**src/rtl/hclbe_pkg.sv**
```systemverilog
package hclbe_pkg;

    // One received response byte and its restart mark
    typedef struct packed {
        logic [7:0] data_byte;
        logic       restart;
    } item_t;

    // One forwarded body byte or the header error word
    typedef struct packed {
        logic [7:0] body_byte;
        logic       is_last;
        logic       header_error;
    } result_t;

    // Stream phase
    typedef enum logic [2:0] {
        PH_HEADER = 3'b001,
        PH_BODY   = 3'b010,
        PH_DONE   = 3'b100
    } phase_t;

    // Content-Length field tracking
    typedef enum logic [3:0] {
        NUM_SEARCH = 4'b0001,
        NUM_SKIP   = 4'b0010,
        NUM_READ   = 4'b0100,
        NUM_DONE   = 4'b1000
    } num_phase_t;

    localparam logic [3:0] KEY_LAST   = 4'd13;
    localparam logic [7:0] CHAR_LF    = 8'h0A;
    localparam logic [7:0] CHAR_SPACE = 8'h20;
    localparam logic [7:0] CHAR_ZERO  = 8'h30;
    localparam logic [7:0] CHAR_NINE  = 8'h39;

    // Characters of the keyword "Content-Length"
    function automatic logic [7:0] keyword_char(input logic [3:0] idx);
        logic [7:0] c;
        case (idx)
            4'd0:    c = 8'h43; // C
            4'd1:    c = 8'h6F; // o
            4'd2:    c = 8'h6E; // n
            4'd3:    c = 8'h74; // t
            4'd4:    c = 8'h65; // e
            4'd5:    c = 8'h6E; // n
            4'd6:    c = 8'h74; // t
            4'd7:    c = 8'h2D; // -
            4'd8:    c = 8'h4C; // L
            4'd9:    c = 8'h65; // e
            4'd10:   c = 8'h6E; // n
            4'd11:   c = 8'h67; // g
            4'd12:   c = 8'h74; // t
            4'd13:   c = 8'h68; // h
            default: c = 8'h00;
        endcase
        return c;
    endfunction

endpackage

```
**src/rtl/hclbe_parser.sv**
```systemverilog
module hclbe_parser #(
    parameter int LENGTH_BITS = 32
) (
    input  logic                clk,
    input  logic                rst_n,
    input  logic                step,
    input  hclbe_pkg::item_t    item,
    output logic                res_valid,
    output hclbe_pkg::result_t  res
);

    hclbe_pkg::phase_t      phase_reg, phase_next, phase_cur;
    hclbe_pkg::num_phase_t  num_reg, num_next, num_cur;
    logic [3:0]             kmi_reg, kmi_next, kmi_cur;
    logic [1:0]             lcc_reg, lcc_next, lcc_cur;
    logic [LENGTH_BITS-1:0] len_reg, len_next, len_cur;
    logic [LENGTH_BITS-1:0] rem_reg, rem_next, rem_cur;
    logic [LENGTH_BITS+3:0] len_wide;
    logic [LENGTH_BITS+3:0] len_prod;
    logic [LENGTH_BITS-1:0] len_sat;
    logic [7:0]             b;
    logic                   is_digit;

    assign b        = item.data_byte;
    assign is_digit = (b >= hclbe_pkg::CHAR_ZERO) && (b <= hclbe_pkg::CHAR_NINE);

    // Restart clears the parser before the byte is handled
    always_comb
    begin
        if (item.restart)
        begin
            phase_cur = hclbe_pkg::PH_HEADER;
            num_cur   = hclbe_pkg::NUM_SEARCH;
            kmi_cur   = '0;
            lcc_cur   = '0;
            len_cur   = '0;
            rem_cur   = '0;
        end
        else
        begin
            phase_cur = phase_reg;
            num_cur   = num_reg;
            kmi_cur   = kmi_reg;
            lcc_cur   = lcc_reg;
            len_cur   = len_reg;
            rem_cur   = rem_reg;
        end
    end

    // Length times ten plus digit, saturating at all ones
    assign len_wide = {4'b0000, len_cur};
    assign len_prod = (len_wide << 3) + (len_wide << 1)
                    + {{LENGTH_BITS{1'b0}}, b[3:0]};
    assign len_sat  = (len_prod[LENGTH_BITS+3:LENGTH_BITS] != 4'b0000)
                    ? {LENGTH_BITS{1'b1}} : len_prod[LENGTH_BITS-1:0];

    always_comb
    begin
        phase_next = phase_cur;
        num_next   = num_cur;
        kmi_next   = kmi_cur;
        lcc_next   = lcc_cur;
        len_next   = len_cur;
        rem_next   = rem_cur;
        res_valid  = 1'b0;
        res        = '0;

        case (phase_cur)
            hclbe_pkg::PH_HEADER:
            begin
                // Track the keyword and the number that follows it
                case (num_cur)
                    hclbe_pkg::NUM_SEARCH:
                    begin
                        if (b == hclbe_pkg::keyword_char(kmi_cur))
                        begin
                            if (kmi_cur == hclbe_pkg::KEY_LAST)
                            begin
                                kmi_next = '0;
                                num_next = hclbe_pkg::NUM_SKIP;
                            end
                            else
                            begin
                                kmi_next = kmi_cur + 4'd1;
                            end
                        end
                        else
                        begin
                            kmi_next = (b == hclbe_pkg::keyword_char(4'd0)) ? 4'd1 : 4'd0;
                        end
                    end
                    hclbe_pkg::NUM_SKIP:
                    begin
                        if (b == hclbe_pkg::CHAR_LF)
                        begin
                            kmi_next = '0;
                            num_next = (len_cur == '0) ? hclbe_pkg::NUM_SEARCH
                                                       : hclbe_pkg::NUM_DONE;
                        end
                        else if (kmi_cur != 4'd0)
                        begin
                            kmi_next = '0;
                            num_next = hclbe_pkg::NUM_READ;
                        end
                        else
                        begin
                            kmi_next = 4'd1;
                        end
                    end
                    hclbe_pkg::NUM_READ:
                    begin
                        if (is_digit)
                        begin
                            len_next = len_sat;
                            kmi_next = 4'd1;
                        end
                        else if (!((b == hclbe_pkg::CHAR_SPACE) && (kmi_cur == 4'd0)))
                        begin
                            kmi_next = '0;
                            num_next = (len_cur == '0) ? hclbe_pkg::NUM_SEARCH
                                                       : hclbe_pkg::NUM_DONE;
                        end
                    end
                    default:
                    begin
                    end
                endcase

                // Count line characters; one character plus LF ends the header
                if (b == hclbe_pkg::CHAR_LF)
                begin
                    lcc_next = '0;
                    if (lcc_cur == 2'd1)
                    begin
                        if (len_next == '0)
                        begin
                            phase_next       = hclbe_pkg::PH_DONE;
                            res_valid        = 1'b1;
                            res.header_error = 1'b1;
                        end
                        else
                        begin
                            phase_next = hclbe_pkg::PH_BODY;
                            rem_next   = len_next;
                        end
                    end
                end
                else if (lcc_cur != 2'd2)
                begin
                    lcc_next = lcc_cur + 2'd1;
                end
            end
            hclbe_pkg::PH_BODY:
            begin
                // Forward body bytes until the declared length is used up
                if (rem_cur != '0)
                begin
                    res_valid     = 1'b1;
                    res.body_byte = b;
                    res.is_last   = (rem_cur == {{(LENGTH_BITS-1){1'b0}}, 1'b1});
                    rem_next      = rem_cur - {{(LENGTH_BITS-1){1'b0}}, 1'b1};
                    if (res.is_last)
                    begin
                        phase_next = hclbe_pkg::PH_DONE;
                    end
                end
            end
            default:
            begin
            end
        endcase
    end

    // Advance parser state on each processed word
    always_ff @(posedge clk or negedge rst_n)
    begin
        if (!rst_n)
        begin
            phase_reg <= hclbe_pkg::PH_HEADER;
            num_reg   <= hclbe_pkg::NUM_SEARCH;
            kmi_reg   <= '0;
            lcc_reg   <= '0;
            len_reg   <= '0;
            rem_reg   <= '0;
        end
        else if (step)
        begin
            phase_reg <= phase_next;
            num_reg   <= num_next;
            kmi_reg   <= kmi_next;
            lcc_reg   <= lcc_next;
            len_reg   <= len_next;
            rem_reg   <= rem_next;
        end
    end

endmodule

```
**src/rtl/http_content_length_body_extractor_core.sv**
```systemverilog
// Byte-serial HTTP response body extractor. Each input word carries one response byte;
// a restart mark on the first byte of a response clears the parser. The header is scanned
// for the case-sensitive Content-Length field, and once a line of one character plus LF
// ends the header, exactly that many body bytes are forwarded with the last one marked;
// a missing or zero length yields a single header_error word instead. Everything after
// is dropped until the next restart. The block takes one byte per clock cycle when the
// output is not stalled; a byte is held in the input register, and the parse stage
// loads its result into the result register whenever that register can take it.
// LENGTH_BITS sets the width of the declared length counter.
module http_content_length_body_extractor_core #(
    parameter int LENGTH_BITS = 32
) (
    input  logic                clk,
    input  logic                rst_n,
    input  logic                item_valid,
    output logic                item_stall,
    input  hclbe_pkg::item_t    item,
    output logic                result_valid,
    input  logic                result_stall,
    output hclbe_pkg::result_t  result
);

    logic               s1_valid_reg;
    hclbe_pkg::item_t   s1_item_reg;
    logic               result_valid_reg;
    hclbe_pkg::result_t result_reg;
    logic               res_ready;
    logic               step;
    logic               res_valid;
    hclbe_pkg::result_t res;

    // The result register can load when empty or being drained
    assign res_ready  = !result_valid_reg || !result_stall;
    assign step       = s1_valid_reg && res_ready;
    assign item_stall = s1_valid_reg && !res_ready;

    // Hold the input word until the parse stage takes it
    always_ff @(posedge clk or negedge rst_n)
    begin
        if (!rst_n)
        begin
            s1_valid_reg <= 1'b0;
        end
        else if (!item_stall)
        begin
            s1_valid_reg <= item_valid;
        end
    end

    always_ff @(posedge clk)
    begin
        if (item_valid && !item_stall)
        begin
            s1_item_reg <= item;
        end
    end

    hclbe_parser #(
        .LENGTH_BITS (LENGTH_BITS)
    ) u_parser (
        .clk       (clk),
        .rst_n     (rst_n),
        .step      (step),
        .item      (s1_item_reg),
        .res_valid (res_valid),
        .res       (res)
    );

    // Load the result word, or drop it when the byte gives none
    always_ff @(posedge clk or negedge rst_n)
    begin
        if (!rst_n)
        begin
            result_valid_reg <= 1'b0;
        end
        else if (res_ready)
        begin
            result_valid_reg <= step && res_valid;
        end
    end

    always_ff @(posedge clk)
    begin
        if (step && res_valid)
        begin
            result_reg <= res;
        end
    end

    assign result_valid = result_valid_reg;
    assign result       = result_reg;

endmodule

```
**config.mk**
```make
export PLATFORM = sky130hd
export DESIGN_NAME = http_content_length_body_extractor_core
export DESIGN_NICKNAME = d
export VERILOG_FILES = /design/src/rtl/hclbe_pkg.sv /design/src/rtl/hclbe_parser.sv /design/src/rtl/http_content_length_body_extractor_core.sv
export SDC_FILE = /design/constraint.sdc
export NUM_CORES = 1
export LEC_CHECK = 0
export BUFFER_PORTS_ARGS = -buffer_cell sky130_fd_sc_hd__clkbuf_2
export CELL_PAD_IN_SITES_DETAIL_PLACEMENT = 1
export CELL_PAD_IN_SITES_GLOBAL_PLACEMENT = 1
export CORE_MARGIN = 10
export CORE_UTILIZATION = 38
export CTS_CLUSTER_DIAMETER = 60
export DETAILED_ROUTE_END_ITERATION = 8
export HOLD_SLACK_MARGIN = 0.08
export PLACE_DENSITY_LB_ADDON = 0.1
export SLEW_MARGIN = 30
export SYNTH_ARGS = -nofsm -noshare
export SYNTH_HDL_FRONTEND = slang
export SYNTH_SLANG_ARGS = --single-unit
```
**constraint.sdc**
```tcl
create_clock -name clk -period 14.77 [get_ports clk]
set_clock_uncertainty 0.05 [all_clocks]
set_input_delay 1.477 -clock clk [delete_from_list [all_inputs] [get_ports clk]]
set_output_delay 1.477 -clock clk [all_outputs]
set_load 0.05 [all_outputs]
```
After elaboration in Yosys (flattened, before gate mapping) --
Memory sizes are Yosys's and may differ from the RTL's. Cells that the tools add are included. W data, S select, Z words.
Operators by class: $add $sub $neg 5, equality and inequality tests 13, multiplexer cells 50, order comparisons 2, reduce and logical (&&, ||, !) cells 18
Operators with widths (count):
- $mux W32 | 11
- $logic_not A32 Y1 | 2
- $mux W4 | 16
- $pmux W32 S2 | 1
- $add A35 B33 Y36 | 1
- $add A36 B4 Y36 | 1
- $eq A32 B1 Y1 const B | 1
- $reduce_bool A32 Y1 | 1
- $sub A32 B1 Y32 const B | 1
- $pmux W4 S3 | 2
- $mux W3 | 6
- $mux W8 | 2
- $eq A8 B4 Y1 const B | 1
- $eq A8 B6 Y1 const B | 1
- $eq A8 B7 Y1 const B | 1
- $eq A8 B8 Y1 | 1
- $ge A8 B6 Y1 const B | 1
- $le A8 B6 Y1 const B | 1
- $mux W2 | 4
- $reduce_bool A4 Y1 | 2
- $logic_and A1 B1 Y1 | 6
- $mux W1 | 6
- $pmux W3 S2 | 1
- $add A4 B1 Y4 const B | 1
- other kinds (14) | 17
Storage, ports and cells: word-level logic and storage cells 102, output and inout bits 12, bits of input ports 13, flip-flop bits (word level) 98, bits in read-only memories 112, memories kept 1
Memory list:
- (name not given) | depth 16, bits a word 7, read ports 1, clocked after Yosys merged registers in 0, wr ports 0, RTL line hclbe_pkg.sv:40 | case (idx)

Logic depth before layout (Yosys ltp) --
Gate-level depths: netlist of run 1.
word-level depth 14, mapped depth 22, depth with buffers taken out 18

Cells and area by module --
From an unflattened synthesis of run 1, not the netlist that was laid out.
Second synthesis, totals: cells, all modules 1144, area total of the unflattened synthesis 9100.0 µm²
By module, submodules not included:
- hclbe_parser | times used 1, area each 8430.6 µm², seq. area each 1929.4 µm², cells an instance 1114
- http_content_length_body_extractor_core | times used 1, area each 669.4 µm², seq. area each 620.6 µm², cells an instance 30

Worst setup path before layout of run 1 --
OpenSTA, ideal clock, no wires.
path kind register to register, from register s1_item_reg[0] (netlist name), to register result_reg, in the netlist result[0] (enable), stages on the path, launching flop included 20, setup time 0.382 ns, period minus slack after synthesis 6.023 ns, data required time 14.338 ns, buffers on the path 6, data arrival time 5.591 ns, path slack 8.747 ns, cells stage by stage edfxtp_1 > clkbuf_1 > buf_1 > buf_1 > clkbuf_1 > clkbuf_1 > nor2b_1 > ha_1 > ha_1 > clkbuf_1 > and3_1 > a221o_1 > a221oi_1 > o21ai_0 > or3_1 > a21oi_1 > nand2_1 > a2111oi_4 > nand4_1 > a21oi_1
Between the ends: longest elaborated chain between the ends 14, elaborated cells between the ends (all ways) 24, those cells by class add/sub (2); eq/ne (4); mux (14); reduce/logical (4)
RTL lines:
- from (decl) | RTL line http_content_length_body_extractor_core.sv:24 | hclbe_pkg::item_t s1_item_reg;
- from (signal assigned) | RTL line http_content_length_body_extractor_core.sv:54 | s1_item_reg <= item;
- $mux W32 | RTL line hclbe_parser.sv:30 | if (item.restart)
- $add A35 B33 Y36 | RTL line hclbe_parser.sv:52 | assign len_prod = (len_wide << 3) + (len_wide << 1)
- $add A36 B4 Y36 | RTL line hclbe_parser.sv:53 | + {{LENGTH_BITS{1'b0}}, b[3:0]};
- $reduce_bool A4 Y1 | RTL line hclbe_parser.sv:54 | assign len_sat = (len_prod[LENGTH_BITS+3:LENGTH_BITS] != 4'b0000)
- $mux W32 | RTL line hclbe_parser.sv:55 | ? {LENGTH_BITS{1'b1}} : len_prod[LENGTH_BITS-1:0];
- $mux W32 | RTL line hclbe_parser.sv:112 | if (is_digit)
- $mux W32 | RTL line hclbe_parser.sv:72 | case (num_cur)
- $mux W32 | RTL line hclbe_parser.sv:68 | case (phase_cur)
- $logic_not A32 Y1 | RTL line hclbe_parser.sv:135 | if (len_next == '0)
- $mux W1 | RTL line hclbe_parser.sv:135
- $mux W1 | RTL line hclbe_parser.sv:133 | if (lcc_cur == 2'd1)
- $mux W1 | RTL line hclbe_parser.sv:130 | if (b == hclbe_pkg::CHAR_LF)
- $pmux W1 S2 * | RTL line hclbe_parser.sv:68
- $logic_and A1 B1 Y1 * | RTL line http_content_length_body_extractor_core.sv:84 | if (step && res_valid)
- to (signal assigned) | RTL line http_content_length_body_extractor_core.sv:86 | result_reg <= res;
- to (decl) | RTL line http_content_length_body_extractor_core.sv:26 | hclbe_pkg::result_t result_reg;
Every way passes the cells marked *; elsewhere a longest branch is shown, timed or not. The select of a mux whose other input is x is not followed. A chain may end at the register's enable or synchronous reset.

Final worst setup path of run 1 --
from register s1_item_reg[0] (netlist name), to register result_reg, in the netlist result[6] (enable)
The elaborated chain is that of the path after synthesis.

==> run metrics, run 1 <==
Primary FF master, synth dfrtp_1; largest net degree at the start of global routing 57; Core Box Area 0.02278 sq mm; Hold Vio Cnt, Final 0; crit path kind reg2reg; outcome finished, final reports clean; Cell Count, Final, Fillers Out 1434; Yosys reg bits 98; Post-CTS Hold Buffers 0; Design Area, Final 0.009550 sq mm; Worst Path Arrival 6.69 ns; antenna violations before repair 0; capture point of the worst reg-to-reg path result[6]; hold endpoint u_parser.len_reg[28]; remaining global-route overflow 0; ys async rst share roughly four fifths; Reg power frac 47.6%; WP data required about 15 ns; Slew Limit Headroom ~38%; NetSw 0.1859 mW; Tightest Pin Transition 0.9247 ns; antenna cell count 0; clock power share 38.5%; total power draw 0.6345 mW; Sw Ratio 29.30%; drt pass-1 iters 5; startpoint type of the worst setup path flop; clock buffer depth 2; initial DRC count 573; initial core utilization 38.90%; Gate Count Post-Synth 1127; H-tree depth 3; count of clock tree sinks 98; Worst Setup End Kind flop; mapped cell area 0.008861 sq mm; Post-DRT Antenna Nets 0; P per Cell Area roughly 66 mW/mm^2; Setup TNS 0 ns; Top Ports 25; Crit Path Max Fanout 50; vias in the first global route 8736; die area 0.02983 sq mm; final setup fails 0; CTS buffer count 9; placed cells 1418; max-cap violations 0; Chip Height 172.7 microns; WL final approximately 32 mm; minimum clock period 6.748 ns; f_max 148.2 MHz; total vias in the final route about 8700; register area share after synthesis 28.78%; Row Count 55; first-pass GRT wire length 51.14 mm; GRT Total Usage a little over a fifth; Final Max Tran Viols 0; WL/cell 22.20 microns; Final period util 45.69%; register-to-register setup slack roughly 8 ns; Leak 4.240 nW; CTS tree done; VDD IR max 47.99 uV; Placed Area 0.009249 sq mm; Nets 1202; internal power 0.4486 mW; Worst-Skew Late Latency 0.36 ns; Post-synth EDFFs 19; area grow syn2layout 7.780%; Post-route DRC 0; Buffers on Ports 24; Clock Pin Slew Worst Setup and Hold Paths about 0.07 ns; syn nets 1213; hpwl dp 23.96 mm; CTS resizes 0; Hold Path Cell Cnt 2; reg2reg path depth 19; vias per cell 6.047; CTS root buffer clkbuf_16; YS warnings 0; worst hold start u_parser.len_reg[28]; Placer Congestion 0.8559; combinational power share 13.9%; share of cells above drive strength 1 8.207%; RSZ-0062 raised after global routing false; Hold Path Class reg2reg; r2r startpoint s1_item_reg[0]; syn_area_per_cell 7.862 sq um; Post-CTS Repair Setup Buffers 0; Die Width between 150 and 200 microns; distinct cell type count after synthesis 84
==> layout by cell type, fill, tap and decap left out, types with 12 or more instances in the layout <==
| cell | instances |
|---|---|
| a21o_1 | 15 |
| a21oi_1 | 89 |
| a31oi_1 | 22 |
| and2_1 | 15 |
| buf_4 | 15 |
| clkbuf_2 | 23 |
| dfrtp_1 | 77 |
| edfxtp_1 | 19 |
| ha_1 | 72 |
| inv_1 | 33 |
| nand2_1 | 129 |
| nand3_1 | 26 |
| nor2_1 | 116 |
| nor2b_1 | 34 |
| nor3_1 | 39 |
| nor4_1 | 13 |
| o21a_1 | 12 |
| o21ai_0 | 100 |
| or3_1 | 16 |
| xnor2_1 | 15 |
| xor2_1 | 20 |
==> critical path, cell delays in order, from the launching register on <==
cell and delay, ns:
edfxtp_1 0.33, buf_4 0.45, buf_4 0.53, nor2b_1 0.18, ha_1 0.32, ha_1 0.16
inv_1 0.05, fa_1 0.37, nand2b_1 0.20, a211oi_1 0.38, o21ai_0 0.32, o21ai_1 0.43
a21oi_1 0.13, or3_1 0.36, a21oi_1 0.32, nand2_1 0.09, buf_4 0.24, a2111oi_4 0.47
nand4_1 0.31, a21oi_2 0.61
==> cells in the mapped netlist, types with 5 or more instances <==
library cell,instances,area [sq um]
o211ai_1,11,82.58
o31ai_1,6,45.04
nand2b_1,9,56.30
o21a_1,12,90.09
o311a_1,5,50.05
nor4_1,13,81.33
dfrtp_1,77,1927
nor2_1,118,442.9
or3_1,16,100.1
inv_1,33,123.9
nor2b_1,34,212.7
and2_1,16,100.1
mux2i_1,10,100.1
mux2_2,9,101.4
o22ai_1,11,68.82
or2_2,7,43.79
clkbuf_1,48,180.2
ha_1,72,900.9
nor3_1,39,195.2
o21ai_0,100,500.5
and3_1,7,43.79
a21oi_1,91,455.4
nand3_1,26,130.1
a31oi_1,22,137.6
o311ai_0,9,78.83
a22o_1,7,61.31
buf_1,7,26.28
o2bb2ai_1,5,43.79
a211oi_1,11,82.58
a21o_1,15,112.6
xor2_1,20,175.2
nand2_1,129,484.2
a22oi_1,6,45.04
o221ai_1,6,52.55
xnor2_1,15,131.4
edfxtp_1,19,570.6
a211o_1,6,52.55
==> logic make-up (layout without fill, tap and decap cells) <==
logic type | Yosys count | after routing | synth area share [%]
adders and majority gates | 73 | 73 | 10.39
buffers and inverters | 94 | 88 | 4.123
xor gates and xnor gates | 35 | 35 | 3.460
and+or+nand+nor | 442 | 442 | 23.99
muxes | 19 | 19 | 2.273
DFF | 98 | 98 | 28.78
AOI/OAI and AO/OA | 366 | 366 | 26.98
==> area by class of cell <==
cell class | instances | area [sq um]
clock buffer | 10 | 229.0
clock inverter | 6 | 65.06
fill | 2793 | 13230
inverter | 34 | 127.6
multi-input combinational | 935 | 5959
sequential | 98 | 2550
tap | 313 | 391.6
timing repair buffer | 38 | 227.7
==> how the worst max path moves through the flow <==
stage                        start        end  slack, ns  cells past startpoint
floorplan           s1_item_reg[0]  result[0]       8.75                     19
global placement    s1_item_reg[0]  result[3]       8.04                     19
global route        s1_item_reg[0]  result[2]       7.44                     19
CTS                 s1_item_reg[0]  result[2]       7.75                     19
finish              s1_item_reg[0]  result[6]       8.02                     19
detailed placement  s1_item_reg[0]  result[3]       7.77                     19
==> power groups by stage <==
stage / logic (mW) / registers, mW / clock network, mW
2_1_floorplan: 0.0616 / 0.302 / 0
3_3_place_gp: 0.0862 / 0.307 / 0
3_5_place_dp: 0.0878 / 0.307 / 0
4_1_cts: 0.0883 / 0.302 / 0.249
5_1_grt: 0.0994 / 0.304 / 0.258
6_report: 0.0882 / 0.302 / 0.244
==> layer usage <==
metal | vias to the layer above | global-route usage, % | wire length (microns) | share of wire [%]
met3 | 34 | 3.006 | 1199 | 3.8
met2 | 153 | 32.84 | 14240 | 45
met1 | 4355 | 29.29 | 15770 | 50
met4 | 0 | 5.749 | 620 | 1.9
met5 | - | 0 | 0 | 0
li1 | 4129 | - | - | -
==> through the flow <==
stage          setup WS, ns  utilization [%]  hold WS, ns
2_1_floorplan         8.747                -       0.3892
3_3_place_gp          8.035            40.60       0.4005
3_5_place_dp          7.772            40.60       0.4099
4_1_cts               7.755            41.90       0.4284
5_1_grt               7.443            41.93       0.4623
6_report              8.022            41.93       0.4272
Note: power is estimated with default switching activity, not from simulation.
==> run 2: changes to the inputs <==
ABC_AREA = 1   (was default)
clock period = 6.7 ns   (was 14.77 ns; I/O delays follow)
==> run metrics, run 2 <==
outcome finished, final reports clean; top-count cell post-synth nand2_1; syn_area_per_cell 6.240 sq um (-21%); Setup TNS 0 ns (unchanged); Post-DRT Antenna Nets 0 (unchanged); vias in the first global route 10823 (+24%); Final Max Tran Viols 0 (unchanged); Tightest Pin Transition 0.8038 ns (-0.1209 ns); remaining global-route overflow 0 (unchanged); Post-route DRC 0 (unchanged); clock buffer depth 2 (unchanged); register area share after synthesis 25.49% (-3.3 points); Clock Pin Slew Worst Setup and Hold Paths 0.09 ns (+0.02 ns); count of clock tree sinks 98 (unchanged); post-synthesis compound-gate area fraction 13.96% (-13 points); Post-CTS Hold Buffers 0 (unchanged); Multi-input gate area 0.006294 sq mm (+5.6%); xor/xnor share of the synthesized area 2.189% (-1.3 points); Buffers on Ports 24 (unchanged); commonest non-fill, non-tap cells in the layout 421 x nand2_1, 240 x nor2_1, 226 x inv_1; area leader, netlist dfrtp_1; Placer Congestion 0.8572 (+0.15%); antenna cell count 0 (unchanged); Core Box Area 0.02598 sq mm (+14%); FF+latch area 0.002550 sq mm (unchanged); CTS tree done; first-pass GRT wire length 56.88 mm (+11%); met2 WL 17.52 mm (+23%); startpoint type of the worst setup path flop; RSZ-0062 raised after global routing false; H-tree depth 3 (unchanged); Top Ports 25 (unchanged); max-cap violations 0 (unchanged); Gate Count Post-Synth 1603 (+42%); f_max 172.6 MHz (+17%); Hold Path Class in2async; Post-CTS Repair Setup Buffers 0 (unchanged); most frequent CP cell nand2_1; largest net degree at the start of global routing 63 (+11%); largest family of logic cells by synthesized area simple AND/OR/NAND/NOR gates; Worst Path Arrival 5.76 ns (-0.93 ns); Yosys reg bits 98 (unchanged); Post-Synth Simple-Gate Area 37.43% (+13 points); initial core utilization 38.49% (-0.41 points); hpwl dp 26.99 mm (+13%); YS warnings 0 (unchanged); area grow syn2layout 6.830%; share of cells above drive strength 1 7.174% (-1.0 points); met3 routed WL 797 microns (-34%); Final period util 86.45% (+41 points); worst slack, placed 0.9231 ns (-6.849 ns); Chip Height 182.2 microns (+5.5%); CP peak stage delay 0.61 ns (about the same); antenna violations before repair 0 (unchanged); Primary FF master, synth dfrtp_1; distinct cell type count after synthesis 58 (-31%); WL/cell 17.77 microns (-20%); final worst slack 0.9076 ns (-7.114 ns); WL final 34.43 mm (+8.2%); initial DRC count 441 (-23%); Synth area leaders dfrtp_1 19%, nand2_1 16%, nor2_1 9.0%, ha_1 9.0%, inv_1 8.5%; Row Count 59 (+7.3%); CTS buffer count 9 (unchanged); Post-synth EDFFs 19 (unchanged); P per Cell Area 220.1 mW/mm^2 (+230%); GRT Total Usage 20.87% (-0.069 points); Nets 1684 (+40%); Max stage delay cell, worst path o21ai_0; Worst Setup End Kind flop; adder-cell area share of the yosys netlist 9.207% (-1.2 points); DRT met1 WL 15.20 mm (-3.6%); die area 0.03321 sq mm (+11%); Worst-Skew Late Latency 0.37 ns (about the same); CTS resizes 0 (unchanged); Post-synth top cells 421 x nand2_1, 241 x nor2_1, 227 x inv_1, 114 x nand3_1, 104 x a21oi_1; mapped cell area 0.01000 sq mm (+13%); commonest non-fill, non-tap cell in the layout nand2_1; WP data required 6.67 ns (-8.04 ns); final setup fails 0 (unchanged); total vias in the final route 10407 (+20%); CTS root buffer clkbuf_16; VDD IR max 152.6 uV (+220%); DR top layer met4; drt pass-1 iters 5 (unchanged); Die Width 182.2 microns (+5.5%); Hold Vio Cnt, Final 0 (unchanged); minimum clock period 5.792 ns (-0.9560 ns); syn nets 1689 (+39%); Crit Path Max Fanout 34 (-32%); area share of the largest cell type after synthesis 19.26% (-2.5 points); Fill cells 3566 (+28%); vias per cell 5.370 (-11%); post-synthesis mux area share 0% (-2.3 points); Leak 5.701 nW (+34%); Slew Limit Headroom 46.35% (+8.8 points); crit path kind reg2reg; ys async rst share 80.61% (unchanged)
==> run 2: cell count changes in the layout (fill, tap and decap cells not counted), moves of 18 or more <==
cell	change
o21ai_0	-39
nor3_1	-18
nand3_1	+88
nor2b_1	-34
inv_1	+193
nor2_1	+124
nand4_1	+18
nand2_1	+292
==> run 2: final timing paths <==
check,startpoint,to,slack [ns],cells after the start
min in group clk,item[3],s1_item_reg[3],0.42,1
setup reg to reg,s1_item_reg[0],result[6],0.91,27
max in group asynchronous,rst_n,u_parser.len_reg[25],5.30,2
hold reg to reg,u_parser.len_reg[25],u_parser.len_reg[25],0.46,2
setup / recovery,s1_item_reg[0],result[6],0.91,27
hold / removal,rst_n,u_parser.num_reg[1],0.24,1
==> run 2: layer usage <==
layer | vias up | track usage (%)
met5 | - | 0
met4 | 0 | 6.411
met3 | 53 | 2.611
met2 | 131 | 38.45
met1 | 5068 | 24.49
li1 | 5155 | -
==> run 2: metrics by stage <==
| stage | util (%) | power [mW] | cell area (sq um) | hold WS [ns] | cells |
|---|---|---|---|---|---|
| after global routing | 41.12 | 2.548 | 10690 | 0.2734 | 1938 |
| after global placement | 39.92 | 1.774 | 10370 | 0.4262 | 1922 |
| after CTS | 41.12 | 2.376 | 10690 | 0.2597 | 1938 |
| final | 41.12 | 2.352 | 10690 | 0.2404 | 1938 |
| after detailed placement | 39.92 | 1.795 | 10370 | 0.4379 | 1922 |
| after floorplan | - | 1.499 | 10000 | 0.3244 | 1603 |
==> run 2: critical path, delay by kind of cell (launching register included) <==
kind	cells	cell delay, ns
adders and majority gates	2	0.62
DFF	1	0.41
and+or+nand+nor	17	2.22
AOI/OAI and AO/OA	3	0.89
buffers and inverters	5	1.19
==> run 2: area by class of cell <==
cell class | instances | share of cell area, %
multi-input cells | 1214 | 58.90
flip-flops and latches | 98 | 23.86
inverters | 239 | 8.396
well taps | 335 | 3.923
clock buffers | 10 | 2.342
repair buffers | 36 | 1.991
clock inverters | 6 | 0.5855
==> run 2: cells by family (layout without fill, tap and decap cells) <==
group | Yosys count | in the layout
buffers and inverters | 291 | 291
AND/OR/NAND/NOR | 877 | 877
flip-flops | 98 | 98
adder cells (fa/ha/maj) | 73 | 73
XOR/XNOR | 25 | 25
AO/OA/AOI/OAI | 239 | 239
==> run 2: power breakdown <==
part	switching (mW)	internal, mW
clock	0.285	0.286
sequential	0.0540	0.694
combinational	0.710	0.322
total	1.05	1.30
